[src/rtl/core/rle_pkg.sv]
package rle_pkg;

   // Encoding constants of the run-length format.
   localparam logic [7:0] RUN_FLAG = 8'h80;
   localparam logic [7:0] RUN_MAX  = 8'd130;
   localparam logic [7:0] RUN_MIN  = 8'd3;

   // The result item has four byte fields, whatever the lane setting.
   localparam int BYTE_FIELDS = 4;

   typedef enum logic [3:0] {
      ST_IDLE,
      ST_CLOSE,
      ST_PUSH,
      ST_FLUSH_HDR,
      ST_FLUSH_DATA,
      ST_RUN_HDR,
      ST_RUN_VAL,
      ST_APPEND,
      ST_TAIL,
      ST_EOB,
      ST_FINISH
   } rle_state_type;

   // Which part of the request the sequencer is working on.
   typedef enum logic [1:0] {
      PH_MAIN_CLOSE,
      PH_CAP,
      PH_EOB_CLOSE
   } rle_phase_type;

   // One encoded byte, or the end-of-request marker, toward the packer.
   typedef struct packed {
      logic       valid;
      logic [7:0] data;
      logic       finish;
   } rle_emit_type;

   typedef struct packed {
      logic byte_ready;
      logic finish_ready;
   } rle_sink_type;

endpackage

[src/rtl/core/rle_lit_ram.sv]
module rle_lit_ram #(
   parameter int DEPTH  = 128,
   parameter int ADDR_W = 7
) (
   input  logic              clock,
   input  logic              wr_en,
   input  logic [ADDR_W-1:0] wr_addr,
   input  logic [7:0]        wr_data,
   input  logic              rd_en,
   input  logic [ADDR_W-1:0] rd_addr,
   output logic [7:0]        rd_data
);

   logic [7:0] mem [DEPTH];
   logic [7:0] rd_data_ff;

   always_ff @(posedge clock) begin
      if (wr_en) begin
         mem[wr_addr] <= wr_data;
      end
      if (rd_en) begin
         rd_data_ff <= mem[rd_addr];
      end
   end

   assign rd_data = rd_data_ff;

endmodule

[src/rtl/core/rle_seq.sv]
module rle_seq #(
   parameter int LITERAL_CHUNK = 128,
   parameter int CNT_W         = 8,
   parameter int ADDR_W        = 7
) (
   input  logic                 clock,
   input  logic                 reset,
   input  logic                 req_valid,
   output logic                 req_ready,
   input  logic [7:0]           req_in_byte,
   input  logic                 req_end_of_block,
   input  rle_pkg::rle_sink_type sink,
   output rle_pkg::rle_emit_type emit,
   output logic                 wr_en,
   output logic [ADDR_W-1:0]    wr_addr,
   output logic [7:0]           wr_data,
   output logic                 rd_en,
   output logic [ADDR_W-1:0]    rd_addr,
   input  logic [7:0]           rd_data
);

   localparam logic [CNT_W-1:0] CHUNK = CNT_W'(LITERAL_CHUNK);

   rle_pkg::rle_state_type state_ff, state_in;
   rle_pkg::rle_state_type ret_ff, ret_in;
   rle_pkg::rle_state_type cont_state;
   rle_pkg::rle_phase_type phase_ff, phase_in;
   logic [7:0]       byte_ff, byte_in;
   logic             eob_ff, eob_in;
   logic [7:0]       run_value_ff, run_value_in;
   logic [7:0]       run_length_ff, run_length_in;
   logic [CNT_W-1:0] lit_count_ff, lit_count_in;
   logic [CNT_W-1:0] rd_idx_ff, rd_idx_in;
   logic [1:0]       push_left_ff, push_left_in;
   logic [7:0]       run_hdr_ff, run_hdr_in;
   logic [7:0]       run_out_ff, run_out_in;
   logic             close_now;
   logic             long_run;
   logic [CNT_W-1:0] count_inc;
   logic             push_full;
   logic [7:0]       length_inc;
   logic             cap_hit;

   always_comb begin
      unique case (phase_ff)
         rle_pkg::PH_MAIN_CLOSE: cont_state = rle_pkg::ST_APPEND;
         rle_pkg::PH_CAP:        cont_state = rle_pkg::ST_TAIL;
         rle_pkg::PH_EOB_CLOSE:  cont_state = rle_pkg::ST_EOB;
         default:                cont_state = rle_pkg::ST_APPEND;
      endcase
   end

   // At the end of a block any open run closes; otherwise only a new value closes it.
   assign close_now  = (run_length_ff != 8'd0) &&
                       ((phase_ff == rle_pkg::PH_EOB_CLOSE) || (byte_ff != run_value_ff));
   assign long_run   = run_length_ff >= rle_pkg::RUN_MIN;
   assign count_inc  = lit_count_ff + CNT_W'(1);
   assign push_full  = count_inc == CHUNK;
   assign length_inc = run_length_ff + 8'd1;
   assign cap_hit    = length_inc == rle_pkg::RUN_MAX;

   always_comb begin
      state_in = state_ff;
      unique case (state_ff)
         rle_pkg::ST_IDLE: begin
            if (req_valid) state_in = rle_pkg::ST_CLOSE;
         end
         rle_pkg::ST_CLOSE: begin
            if (!close_now)    state_in = cont_state;
            else if (long_run) state_in = rle_pkg::ST_FLUSH_HDR;
            else               state_in = rle_pkg::ST_PUSH;
         end
         rle_pkg::ST_PUSH: begin
            if (push_full)                 state_in = rle_pkg::ST_FLUSH_HDR;
            else if (push_left_ff > 2'd1)  state_in = rle_pkg::ST_PUSH;
            else                           state_in = cont_state;
         end
         rle_pkg::ST_FLUSH_HDR: begin
            if (lit_count_ff == '0)   state_in = ret_ff;
            else if (sink.byte_ready) state_in = rle_pkg::ST_FLUSH_DATA;
         end
         rle_pkg::ST_FLUSH_DATA: begin
            if (sink.byte_ready && (rd_idx_ff == lit_count_ff)) state_in = ret_ff;
         end
         rle_pkg::ST_RUN_HDR: begin
            if (sink.byte_ready) state_in = rle_pkg::ST_RUN_VAL;
         end
         rle_pkg::ST_RUN_VAL: begin
            if (sink.byte_ready) state_in = cont_state;
         end
         rle_pkg::ST_APPEND: begin
            if (cap_hit) state_in = rle_pkg::ST_FLUSH_HDR;
            else         state_in = rle_pkg::ST_TAIL;
         end
         rle_pkg::ST_TAIL: begin
            if (eob_ff) state_in = rle_pkg::ST_CLOSE;
            else        state_in = rle_pkg::ST_FINISH;
         end
         rle_pkg::ST_EOB: begin
            state_in = rle_pkg::ST_FLUSH_HDR;
         end
         rle_pkg::ST_FINISH: begin
            if (sink.finish_ready) state_in = rle_pkg::ST_IDLE;
         end
         default: state_in = rle_pkg::ST_IDLE;
      endcase
   end

   always_comb begin
      ret_in        = ret_ff;
      phase_in      = phase_ff;
      byte_in       = byte_ff;
      eob_in        = eob_ff;
      run_value_in  = run_value_ff;
      run_length_in = run_length_ff;
      lit_count_in  = lit_count_ff;
      rd_idx_in     = rd_idx_ff;
      push_left_in  = push_left_ff;
      run_hdr_in    = run_hdr_ff;
      run_out_in    = run_out_ff;
      wr_en         = 1'b0;
      wr_addr       = lit_count_ff[ADDR_W-1:0];
      wr_data       = run_value_ff;
      rd_en         = 1'b0;
      rd_addr       = rd_idx_ff[ADDR_W-1:0];
      emit          = '0;
      req_ready     = 1'b0;
      unique case (state_ff)
         rle_pkg::ST_IDLE: begin
            req_ready = 1'b1;
            if (req_valid) begin
               byte_in  = req_in_byte;
               eob_in   = req_end_of_block;
               phase_in = rle_pkg::PH_MAIN_CLOSE;
            end
         end
         rle_pkg::ST_CLOSE: begin
            if (close_now) begin
               run_length_in = 8'd0;
               if (long_run) begin
                  run_hdr_in = rle_pkg::RUN_FLAG | (run_length_ff - rle_pkg::RUN_MIN);
                  run_out_in = run_value_ff;
                  ret_in     = rle_pkg::ST_RUN_HDR;
               end else begin
                  push_left_in = run_length_ff[1:0];
               end
            end
         end
         rle_pkg::ST_PUSH: begin
            wr_en        = 1'b1;
            lit_count_in = count_inc;
            push_left_in = push_left_ff - 2'd1;
            if (push_full) begin
               ret_in = (push_left_ff > 2'd1) ? rle_pkg::ST_PUSH : cont_state;
            end
         end
         rle_pkg::ST_FLUSH_HDR: begin
            if ((lit_count_ff != '0) && sink.byte_ready) begin
               emit.valid = 1'b1;
               emit.data  = 8'(lit_count_ff - CNT_W'(1));
               rd_en      = 1'b1;
               rd_addr    = '0;
               rd_idx_in  = CNT_W'(1);
            end
         end
         rle_pkg::ST_FLUSH_DATA: begin
            if (sink.byte_ready) begin
               emit.valid = 1'b1;
               emit.data  = rd_data;
               if (rd_idx_ff == lit_count_ff) begin
                  lit_count_in = '0;
               end else begin
                  rd_en     = 1'b1;
                  rd_idx_in = rd_idx_ff + CNT_W'(1);
               end
            end
         end
         rle_pkg::ST_RUN_HDR: begin
            if (sink.byte_ready) begin
               emit.valid = 1'b1;
               emit.data  = run_hdr_ff;
            end
         end
         rle_pkg::ST_RUN_VAL: begin
            if (sink.byte_ready) begin
               emit.valid = 1'b1;
               emit.data  = run_out_ff;
            end
         end
         rle_pkg::ST_APPEND: begin
            run_value_in = byte_ff;
            if (cap_hit) begin
               // A full-length run goes out after any stored literals, and counting restarts.
               run_length_in = 8'd0;
               run_hdr_in    = rle_pkg::RUN_FLAG | (rle_pkg::RUN_MAX - rle_pkg::RUN_MIN);
               run_out_in    = byte_ff;
               phase_in      = rle_pkg::PH_CAP;
               ret_in        = rle_pkg::ST_RUN_HDR;
            end else begin
               run_length_in = length_inc;
            end
         end
         rle_pkg::ST_TAIL: begin
            if (eob_ff) phase_in = rle_pkg::PH_EOB_CLOSE;
         end
         rle_pkg::ST_EOB: begin
            run_value_in = 8'd0;
            ret_in       = rle_pkg::ST_FINISH;
         end
         rle_pkg::ST_FINISH: begin
            emit.finish = 1'b1;
         end
         default: begin
            emit = '0;
         end
      endcase
   end

   always_ff @(posedge clock) begin
      if (reset) begin
         state_ff      <= rle_pkg::ST_IDLE;
         ret_ff        <= rle_pkg::ST_IDLE;
         phase_ff      <= rle_pkg::PH_MAIN_CLOSE;
         run_value_ff  <= 8'd0;
         run_length_ff <= 8'd0;
         lit_count_ff  <= '0;
         push_left_ff  <= 2'd0;
         rd_idx_ff     <= '0;
      end else begin
         state_ff      <= state_in;
         ret_ff        <= ret_in;
         phase_ff      <= phase_in;
         run_value_ff  <= run_value_in;
         run_length_ff <= run_length_in;
         lit_count_ff  <= lit_count_in;
         push_left_ff  <= push_left_in;
         rd_idx_ff     <= rd_idx_in;
      end
   end

   always_ff @(posedge clock) begin
      byte_ff    <= byte_in;
      eob_ff     <= eob_in;
      run_hdr_ff <= run_hdr_in;
      run_out_ff <= run_out_in;
   end

   a_idle_count_below_chunk : assert property (@(posedge clock) disable iff (reset)
      (state_ff == rle_pkg::ST_IDLE) |-> (lit_count_ff < CHUNK))
      else $error("literal count reached the chunk size between requests");

   a_run_below_cap : assert property (@(posedge clock) disable iff (reset)
      run_length_ff < rle_pkg::RUN_MAX)
      else $error("run length reached the cap without being emitted");

   a_write_in_range : assert property (@(posedge clock) disable iff (reset)
      wr_en |-> (lit_count_ff < CHUNK) && !rd_en)
      else $error("literal write out of range or colliding with a read");

   a_read_index_valid : assert property (@(posedge clock) disable iff (reset)
      (state_ff == rle_pkg::ST_FLUSH_DATA) |->
         (rd_idx_ff != '0) && (rd_idx_ff <= lit_count_ff))
      else $error("literal read index outside the filled part of the store");

endmodule

[src/rtl/core/rle_packer.sv]
module rle_packer #(
   parameter int OUT_LANES = 4
) (
   input  logic                  clock,
   input  logic                  reset,
   input  rle_pkg::rle_emit_type emit,
   output rle_pkg::rle_sink_type sink,
   output logic                  rsp_valid,
   input  logic                  rsp_ready,
   output logic [7:0]            rsp_out_byte0,
   output logic [7:0]            rsp_out_byte1,
   output logic [7:0]            rsp_out_byte2,
   output logic [7:0]            rsp_out_byte3,
   output logic [2:0]            rsp_out_count,
   output logic                  rsp_out_final
);

   localparam int LANES  = (OUT_LANES > rle_pkg::BYTE_FIELDS) ? rle_pkg::BYTE_FIELDS
                                                              : OUT_LANES;
   localparam int ACNT_W = $clog2(LANES + 1);
   localparam int LANE_W = (LANES > 1) ? $clog2(LANES) : 1;
   localparam logic [ACNT_W-1:0] FULL = ACNT_W'(LANES);

   logic [7:0]        acc_ff [LANES];
   logic [ACNT_W-1:0] acc_cnt_ff, acc_cnt_in;
   logic [7:0]        acc_pad [rle_pkg::BYTE_FIELDS];
   logic [7:0]        out_byte_ff [rle_pkg::BYTE_FIELDS];
   logic [7:0]        out_byte_in [rle_pkg::BYTE_FIELDS];
   logic [2:0]        out_count_ff, out_count_in;
   logic              out_final_ff, out_final_in;
   logic              out_valid_ff, out_valid_in;
   logic              acc_full;
   logic              out_free;
   logic              load;

   for (genvar g = 0; g < rle_pkg::BYTE_FIELDS; g++) begin : g_pad
      if (g < LANES) begin : g_lane
         assign acc_pad[g] = (ACNT_W'(g) < acc_cnt_ff) ? acc_ff[g] : 8'd0;
      end else begin : g_none
         assign acc_pad[g] = 8'd0;
      end
   end

   assign acc_full          = acc_cnt_ff == FULL;
   assign out_free          = !out_valid_ff || rsp_ready;
   assign sink.byte_ready   = !acc_full || out_free;
   assign sink.finish_ready = (acc_cnt_ff == '0) || out_free;

   // A full group is held back until the next byte shows it is not the last.
   assign load = (emit.valid && acc_full) ||
                 (emit.finish && (acc_cnt_ff != '0) && out_free);

   always_comb begin
      acc_cnt_in   = acc_cnt_ff;
      out_count_in = out_count_ff;
      out_final_in = out_final_ff;
      out_valid_in = out_valid_ff && !rsp_ready;
      for (int j = 0; j < rle_pkg::BYTE_FIELDS; j++) begin
         out_byte_in[j] = out_byte_ff[j];
      end
      if (load) begin
         out_valid_in = 1'b1;
         out_count_in = 3'(acc_cnt_ff);
         out_final_in = emit.finish;
         for (int j = 0; j < rle_pkg::BYTE_FIELDS; j++) begin
            out_byte_in[j] = acc_pad[j];
         end
      end
      if (emit.valid) begin
         acc_cnt_in = acc_full ? ACNT_W'(1) : acc_cnt_ff + ACNT_W'(1);
      end else if (emit.finish && load) begin
         acc_cnt_in = '0;
      end
   end

   always_ff @(posedge clock) begin
      if (emit.valid) begin
         if (acc_full) begin
            acc_ff[0] <= emit.data;
         end else begin
            acc_ff[acc_cnt_ff[LANE_W-1:0]] <= emit.data;
         end
      end
      for (int j = 0; j < rle_pkg::BYTE_FIELDS; j++) begin
         out_byte_ff[j] <= out_byte_in[j];
      end
      out_count_ff <= out_count_in;
      out_final_ff <= out_final_in;
   end

   always_ff @(posedge clock) begin
      if (reset) begin
         acc_cnt_ff   <= '0;
         out_valid_ff <= 1'b0;
      end else begin
         acc_cnt_ff   <= acc_cnt_in;
         out_valid_ff <= out_valid_in;
      end
   end

   assign rsp_valid     = out_valid_ff;
   assign rsp_out_byte0 = out_byte_ff[0];
   assign rsp_out_byte1 = out_byte_ff[1];
   assign rsp_out_byte2 = out_byte_ff[2];
   assign rsp_out_byte3 = out_byte_ff[3];
   assign rsp_out_count = out_count_ff;
   assign rsp_out_final = out_final_ff;

   a_byte_only_when_ready : assert property (@(posedge clock) disable iff (reset)
      emit.valid |-> sink.byte_ready && !emit.finish)
      else $error("encoded byte offered while the packer cannot take it");

   a_count_in_range : assert property (@(posedge clock) disable iff (reset)
      rsp_valid |-> (rsp_out_count != 3'd0) && (rsp_out_count <= 3'(LANES)))
      else $error("result byte count outside the lane range");

   a_partial_only_final : assert property (@(posedge clock) disable iff (reset)
      (rsp_valid && (rsp_out_count != 3'(LANES))) |-> rsp_out_final)
      else $error("partly filled result that is not the last of its request");

endmodule

[src/rtl/core/rle_byte_encoder_core.sv]
// Requests are taken one at a time, and literal flushes stream the store out through its
// single read port one byte a cycle while the packer accepts bytes. A full output register
// stalls the sequencer once the packer's pending group has to move into it.
// Reset clears the run, the literal count, the sequencer and the output register;
// the literal store contents are not cleared and are only read below the count.
module rle_byte_encoder_core #(
   parameter int LITERAL_CHUNK = 128,
   parameter int OUT_LANES     = 4
) (
   input  logic       clock,
   input  logic       reset,
   input  logic       req_valid,
   output logic       req_ready,
   input  logic [7:0] req_in_byte,
   input  logic       req_end_of_block,
   output logic       rsp_valid,
   input  logic       rsp_ready,
   output logic [7:0] rsp_out_byte0,
   output logic [7:0] rsp_out_byte1,
   output logic [7:0] rsp_out_byte2,
   output logic [7:0] rsp_out_byte3,
   output logic [2:0] rsp_out_count,
   output logic       rsp_out_final
);

   localparam int CNT_W  = $clog2(LITERAL_CHUNK + 1);
   localparam int ADDR_W = (LITERAL_CHUNK > 1) ? $clog2(LITERAL_CHUNK) : 1;

   rle_pkg::rle_emit_type emit;
   rle_pkg::rle_sink_type sink;
   logic              wr_en;
   logic [ADDR_W-1:0] wr_addr;
   logic [7:0]        wr_data;
   logic              rd_en;
   logic [ADDR_W-1:0] rd_addr;
   logic [7:0]        rd_data;

   rle_seq #(
      .LITERAL_CHUNK (LITERAL_CHUNK),
      .CNT_W         (CNT_W),
      .ADDR_W        (ADDR_W)
   ) u_seq (
      .clock            (clock),
      .reset            (reset),
      .req_valid        (req_valid),
      .req_ready        (req_ready),
      .req_in_byte      (req_in_byte),
      .req_end_of_block (req_end_of_block),
      .sink             (sink),
      .emit             (emit),
      .wr_en            (wr_en),
      .wr_addr          (wr_addr),
      .wr_data          (wr_data),
      .rd_en            (rd_en),
      .rd_addr          (rd_addr),
      .rd_data          (rd_data)
   );

   rle_lit_ram #(
      .DEPTH  (LITERAL_CHUNK),
      .ADDR_W (ADDR_W)
   ) u_lit_ram (
      .clock   (clock),
      .wr_en   (wr_en),
      .wr_addr (wr_addr),
      .wr_data (wr_data),
      .rd_en   (rd_en),
      .rd_addr (rd_addr),
      .rd_data (rd_data)
   );

   rle_packer #(
      .OUT_LANES (OUT_LANES)
   ) u_packer (
      .clock         (clock),
      .reset         (reset),
      .emit          (emit),
      .sink          (sink),
      .rsp_valid     (rsp_valid),
      .rsp_ready     (rsp_ready),
      .rsp_out_byte0 (rsp_out_byte0),
      .rsp_out_byte1 (rsp_out_byte1),
      .rsp_out_byte2 (rsp_out_byte2),
      .rsp_out_byte3 (rsp_out_byte3),
      .rsp_out_count (rsp_out_count),
      .rsp_out_final (rsp_out_final)
   );

endmodule
[config.mk]
export PLATFORM = sky130hd
export DESIGN_NAME = rle_byte_encoder_core
export DESIGN_NICKNAME = d
export VERILOG_FILES = /design/src/rtl/core/rle_pkg.sv /design/src/rtl/core/rle_lit_ram.sv /design/src/rtl/core/rle_seq.sv /design/src/rtl/core/rle_packer.sv /design/src/rtl/core/rle_byte_encoder_core.sv
export SDC_FILE = /design/constraint.sdc
export NUM_CORES = 2
export LEC_CHECK = 0
export ABC_AREA = 0
export BUFFER_PORTS_ARGS = -buffer_cell sky130_fd_sc_hd__buf_4
export CAP_MARGIN = 5
export CELL_PAD_IN_SITES_DETAIL_PLACEMENT = 1
export CELL_PAD_IN_SITES_GLOBAL_PLACEMENT = 2
export CORE_MARGIN = 3
export CORE_UTILIZATION = 47
export DETAILED_ROUTE_END_ITERATION = 6
export PLACE_DENSITY = 0.85
export SYNTH_ARGS = -nofsm -noshare
export SYNTH_HDL_FRONTEND = slang
export SYNTH_SLANG_ARGS = --single-unit
[constraint.sdc]
create_clock -name clock -period 4.83 [get_ports clock]
set_input_delay 0.483 -clock clock [delete_from_list [all_inputs] [get_ports clock]]
set_output_delay 0.483 -clock clock [all_outputs]
set_load 0.05 [all_outputs]
# == Word level (Yosys, flattened, before mapping) ==
# Memory sizes are Yosys's and may differ from the RTL's. A register that Yosys moved wholly into a read port is not among the register bits.
# Cells that the tools add are included.
# word_totals
mem_bits_ro,0
mem_count,3
latchBits,0
input_bits,13
mem_bits_rw,1088
ff_bits,77
wordCells,185
# classes
bitwise_logic,0
n_reduce_logical,40
n_lt_le_gt_ge,6
mul,0
n_mux,80
n_div,0
n_addsub,7
eq_ne,33
shift,0
# memory_table
name,depth,word_bits,read_ports,rd_clocked_by_memory_dff,write_ports,line_no,text
u_lit_ram.mem,128,8,1,1,1,rle_lit_ram.sv:14,logic [7:0] mem [DEPTH];
u_packer.acc_ff,4,8,4,0,1,rle_packer.sv:24,logic [7:0] acc_ff [LANES];
u_packer.out_byte_ff,4,8,4,0,4,rle_packer.sv:27,logic [7:0] out_byte_ff [rle_pkg::BYTE_FIELDS];
# ops
op,count
$mux W8,18
$pmux W8 S2,6
$mux W4,16
$pmux W4 S11,1
$mux W9,4
$pmux W9 S4,1
$mux W32,1
$add A8 B1 Y8 const B,3
$ne A2 B1 Y1 const B,11
$mux W1,17
$eq A4 B3 Y1 const B,4
$eq A8 B8 Y1 const B,2
$pmux W4 S4,1
$reduce_bool A8 Y1,2
$mux W7,2
$eq A4 B4 Y1 const B,3
$mux W2,6
$reduce_and A4 Y1,3
$reduce_bool A2 Y1,6
$mux W3,3
$eq A4 B2 Y1 const B,2
$eq A8 B8 Y1,1
$ge A8 B2 Y1 const B,1
$logic_and A1 B1 Y1,8
other kinds (30),44

# == Logic depth before layout (Yosys ltp) ==
# depth
word_depth,11
ltp_mapped,14
ltp_nobuf,9

# == By module ==
# Synthesis repeated with hierarchy kept, for this count alone.
# hier_totals
cells_unflattened,2274
hier_area_um2,46538.4
# by_module_without_submodules
mod,instances,area_each_um2,cells_per_inst
rle_lit_ram,1,39745.6,1635
rle_seq,1,4237.8,497
rle_packer,1,2555.0,142

# == Least setup slack after synthesis ==
# OpenSTA, ideal clock, no wires.
# synth_timing
kind,register -> register
start,"reg u_seq.run_value_ff[4], in the netlist u_seq.wr_data[4]"
end,reg u_seq.run_hdr_ff[0] (enable)
path_stages_with_launch,6
arrival_ns,3.888
required_ns,4.419
setup_time_ns,0.411
setup_slack_ns,0.531
cell_sequence,dfxtp_1 xor2_1 nor3_1 a32oi_1 o21bai_1 a211oi_1
# synth_between
elab_chain_len,5
# synth_rtl
element,line_no,text
"start, declared",rle_seq.sv:30,"logic [7:0] run_value_ff, run_value_in;"
"start signal, assigned",rle_seq.sv:233,run_value_ff <= run_value_in;
$ne A8 B8 Y1,rle_seq.sv:55,((phase_ff == rle_pkg::PH_EOB_CLOSE) || (byte_ff != run_value_ff));
$logic_or A1 B1 Y1,rle_seq.sv:55,
$logic_and A1 B1 Y1,rle_seq.sv:54,assign close_now = (run_length_ff != 8'd0) &&
$ne A2 B1 Y1 (no line),n/a,
$reduce_and A4 Y1 (no line),n/a,
"end signal, assigned",rle_seq.sv:244,run_hdr_ff <= run_hdr_in;
"end, declared",rle_seq.sv:35,"logic [7:0] run_hdr_ff, run_hdr_in;"
# Every way passes these cells.
# A chain may end at the register's enable or synchronous reset.

# == Final worst setup path ==
# layout_timing
start,reg u_seq.lit_count_ff[0]
end,"reg u_lit_ram.rd_data_ff[7], in the netlist u_lit_ram.rd_data[7] (read register of u_lit_ram.mem), data pin"
# layout_between
elab_chain_len,4
word_cells_on_any_way,9
# layout_rtl
element,line_no,text
"start, declared",rle_seq.sv:32,"logic [CNT_W-1:0] lit_count_ff, lit_count_in;"
"start signal, assigned",rle_seq.sv:235,lit_count_ff <= lit_count_in;
$eq A8 B8 Y1 or $reduce_bool A8 Y1 (tied branches),"rle_seq.sv:170, rle_seq.sv:158",
$mux W1 or $logic_and A1 B1 Y1 (tied branches),"rle_seq.sv:170, rle_seq.sv:158",
$mux W1 (tied with other cells),rle_seq.sv:167,if (sink.byte_ready) begin
$pmux W1 S2 or $mux W7 (tied branches),rle_seq.sv:128,unique case (state_ff)
"end, declared",rle_lit_ram.sv:15,logic [7:0] rd_data_ff;
# Several ways; a longest one is shown, not always the timed one.

==> impl_metrics.toml <==
[synthesis]
postSynthAreaPerCell_um2 = 15.5
post-synth-top-area-cell = "edfxtp_1"
synth.yosys.seq_area_share_pct = 72.6
syn_inst = 3077
synth-edff-count = 1124
area_share_of_the_leading_cell_type_in_the_synthesized_netlist_pct = 70.6
ys.flop_type = "edfxtp_1"
netlist_area_um2 = 47800
yosys.cell_types.count = 81
netlist_top_cells_area = "edfxtp_1, mux4_2, mux2i_1"
synth_seq_cells = 1172
synthesis_warning_total = 0
synth.net_count = 3101
asyncSetResetFlopFracSynth_pct = 0

[placement]
place_congestion = 0.930
port_buffers = 50
placedInstanceArea_um2 = 49600
place.detailed.hpwl_um = 86800

[clock_network]
tritoncts.num_buffers = 118
number_of_gates_resized_after_cts = 0
clock_latency_late_sink_ns = 0.72
cts_sink_count = 1172
level_count_of_the_clock_h_tree = 3
cts-root-to-sink-buffers = 3
cts-root-buf = "clkbuf_16"
cts.reportedPaths.clkPinSlew_ns = 0.07
cts_tree = "done"

[routing]
wl_um = 138000
firstDrtPassIters = 7
drt-vias-per-instance = 6.36
route.detailed.drc = 2
drtAntennaViolNets = 0
first_iter_violations = 3680
route.vias.total = 29100
post_drt_wl_per_cell_um = 30.2

[global_routing]
groute.usage.overall_pct = 25.9
number_of_global_route_vias_before_repair = 29900
gr-total-overflow = 0
grt_pass1_wl_um = 204000
largest_net_degree_at_the_start_of_global_routing = 96
grt_antenna_before_repair = 5

[final_layout]
area.growth.synth_to_final_pct = 11.8
final_layout_size_suffix_gt1_share_pct = 14.0
layout.cell_area.non_filler_um2 = 53500
most-common-layout-cells = "edfxtp_1, nor2_1, mux2i_1"
postLayoutCoreUtil_pct = 53.2
mostFrequentLayoutCell = "edfxtp_1"
final_nets = 3144

[setup_path]
critPathRequiredTime_ns = 5.41
startpoint_type = "flop"
critical_path_arrival_ns = 5.27
crit_path_max_fanout = 45
timing.critical_path.slowest_cell_delay_ns = 0.86
path_class = "reg2reg"
worstPathCellList = "inv_1, ha_1, nor4b_4, a211oi_4, buf_12, buf_4, buf_4, nor3_1, nor4_1, a211oi_1, a221oi_1, o32a_1"
critical-path-top-cell-by-count = "buf_4"
end_kind = "flop"
crit_buf_inv = 4
worst_path_dominant_cell_family = "compound AO/OA/AOI/OAI gates"
critPathSlowestCell = "a221oi_1"

[sta]
timing.final.crit_share_pct = 97.2
timing.fmax_mhz = 213
clock-skew-final_ns = 0.0337
headroom_to_the_max_slew_limit_pct = 19.8
worst_slew_pin_slew_ns = 1.20
timing.final.crit_period_ns = 4.70
hold_viol = 0
report.final.setup_viol = 0
unrepaired_setup_endpoints_after_global_routing = "false"
worst_hold_slack_ns = 0.182
total_neg_setup_slack_ns = 0
finalMaxSlewViolations = 0

[die]
fp.dieW_um = 325
dieHeight_um = 325
die-area_um2 = 106000
core-area_um2 = 101000
core.rowCount = 116
design.portCount = 51
initial_utilization_pct = 47.6

[flow_run]
max_cap_violations = 0

[power]
total_leakage_power_nw = 18.0
total_power_mw = 21.9
cellPowerDensity_nw_per_um2 = 409
worst_ir_drop_vdd_mv = 0.320

[outcome]
violations = "design-rule violations"
outcome = "finished with violations"

[hold_path]
holdCritPathClass = "in2reg"
## cell usage after synthesis (all sizes together), types with 18 or more instances
| master | number |
|---|---|
| nor3 | 78 |
| nor2 | 236 |
| and2 | 19 |
| nand2 | 165 |
| o221ai | 46 |
| mux2i | 165 |
| mux4 | 74 |
| nand3 | 72 |
| o21ai | 102 |
| buf | 111 |
| a31oi | 23 |
| mux2 | 32 |
| clkbuf | 103 |
| nor2b | 67 |
| o22ai | 18 |
| nand2b | 18 |
| edfxtp | 1124 |
| a21oi | 117 |
| inv | 28 |
| a221oi | 43 |
| dfxtp | 48 |
| xor2 | 18 |
| a211oi | 66 |
## logic make-up after synthesis
family                     Yosys count  share of synthesized area [%]
muxes                              271                           7.69
and+or+nand+nor                    735                           7.37
adders and majority gates           11                          0.288
DFF                               1172                           72.6
AOI/OAI and AO/OA                  614                           9.18
buffers and inverters              242                           2.33
xor gates and xnor gates            32                          0.586
## sequential cells by signal, summed over array words and instances (netlist names)
signal,count
u_seq.phase_ff,2
u_seq.byte_ff,8
u_seq.state_ff,4
u_packer.rsp_out_count,3
u_seq.run_hdr_ff,7
u_packer.acc_cnt_ff,3
u_packer.acc_ff,32
u_packer.rsp_valid,1
u_seq.run_length_ff,8
u_seq.ret_ff,4
u_packer.out_byte_ff,32
u_seq.eob_ff,1
u_seq.push_left_ff,2
u_packer.rsp_out_final,1
u_lit_ram.rd_data,8
u_lit_ram.mem,1024
u_seq.rd_idx_ff,8
u_seq.run_out_ff,8
u_seq.wr_data,8
u_seq.lit_count_ff,8
## where the power goes
| group | total [mW] | internal, mW | switching [mW] |
|---|---|---|---|
| registers | 11.4 | 11.2 | 0.135 |
| logic | 1.57 | 0.469 | 1.10 |
| clock network | 8.95 | 5.02 | 3.93 |
| total | 21.9 | 16.7 | 5.16 |
## per-stage QoR
stage | setup slack [ns] | instances
floorplan | 0.531 | 3077
global placement | 0.517 | 4348
detailed placement | 0.443 | 4348
CTS | 0.303 | 4579
global route | 0.0987 | 4579
finish | 0.133 | 4581
## area by class of cell
type / instances / area, um^2
Sequential cell: 1172 / 34800
Timing Repair Buffer: 137 / 1110
Clock inverter: 75 / 701
Fill cell: 9358 / 47100
Tap cell: 1357 / 1700
Antenna cell: 2 / 5.00
Multi-Input combinational cell: 1663 / 12000
Inverter: 28 / 106
Clock buffer: 147 / 3080
## per-layer routing
metal  track usage (%)  wire length [um]  vias to the layer above
met4              10.4              5600                        4
met3              4.28             11600                      306
met1              34.8             54100                    15100
met2              42.4             67000                     1443
met5                 0                31                        -
li1                  -                 -                    12300
## worst reg2reg max path, cell delays in order, from the launching register on
cell and delay, ns:
dfxtp_1 0.60, inv_1 0.21, ha_1 0.30, nor4b_4 0.18, a211oi_4 0.35, buf_12 0.30
buf_4 0.52, buf_4 0.30, nor3_1 0.08, nor4_1 0.43, a211oi_1 0.16, a221oi_1 0.86
o32a_1 0.26
## final timing paths
check	cells after the start	start	end	slack [ns]
worst max-delay path	12	u_seq.lit_count_ff[0]	u_lit_ram.rd_data[7]	0.13
worst min-delay path	3	rsp_ready	u_packer.rsp_valid	0.18
worst max register to register	12	u_seq.lit_count_ff[0]	u_lit_ram.rd_data[7]	0.13
worst min register to register	2	u_seq.phase_ff[1]	u_seq.phase_ff[1]	0.52
## timing repair
item                                   in CTS  in global routing
setup endpoints to repair                   0                  0
endpoints found under the hold margin       9                  0
buffers inserted                            0                  0
hold buffers                                9                  0
Power figures use the tool's default switching activity.
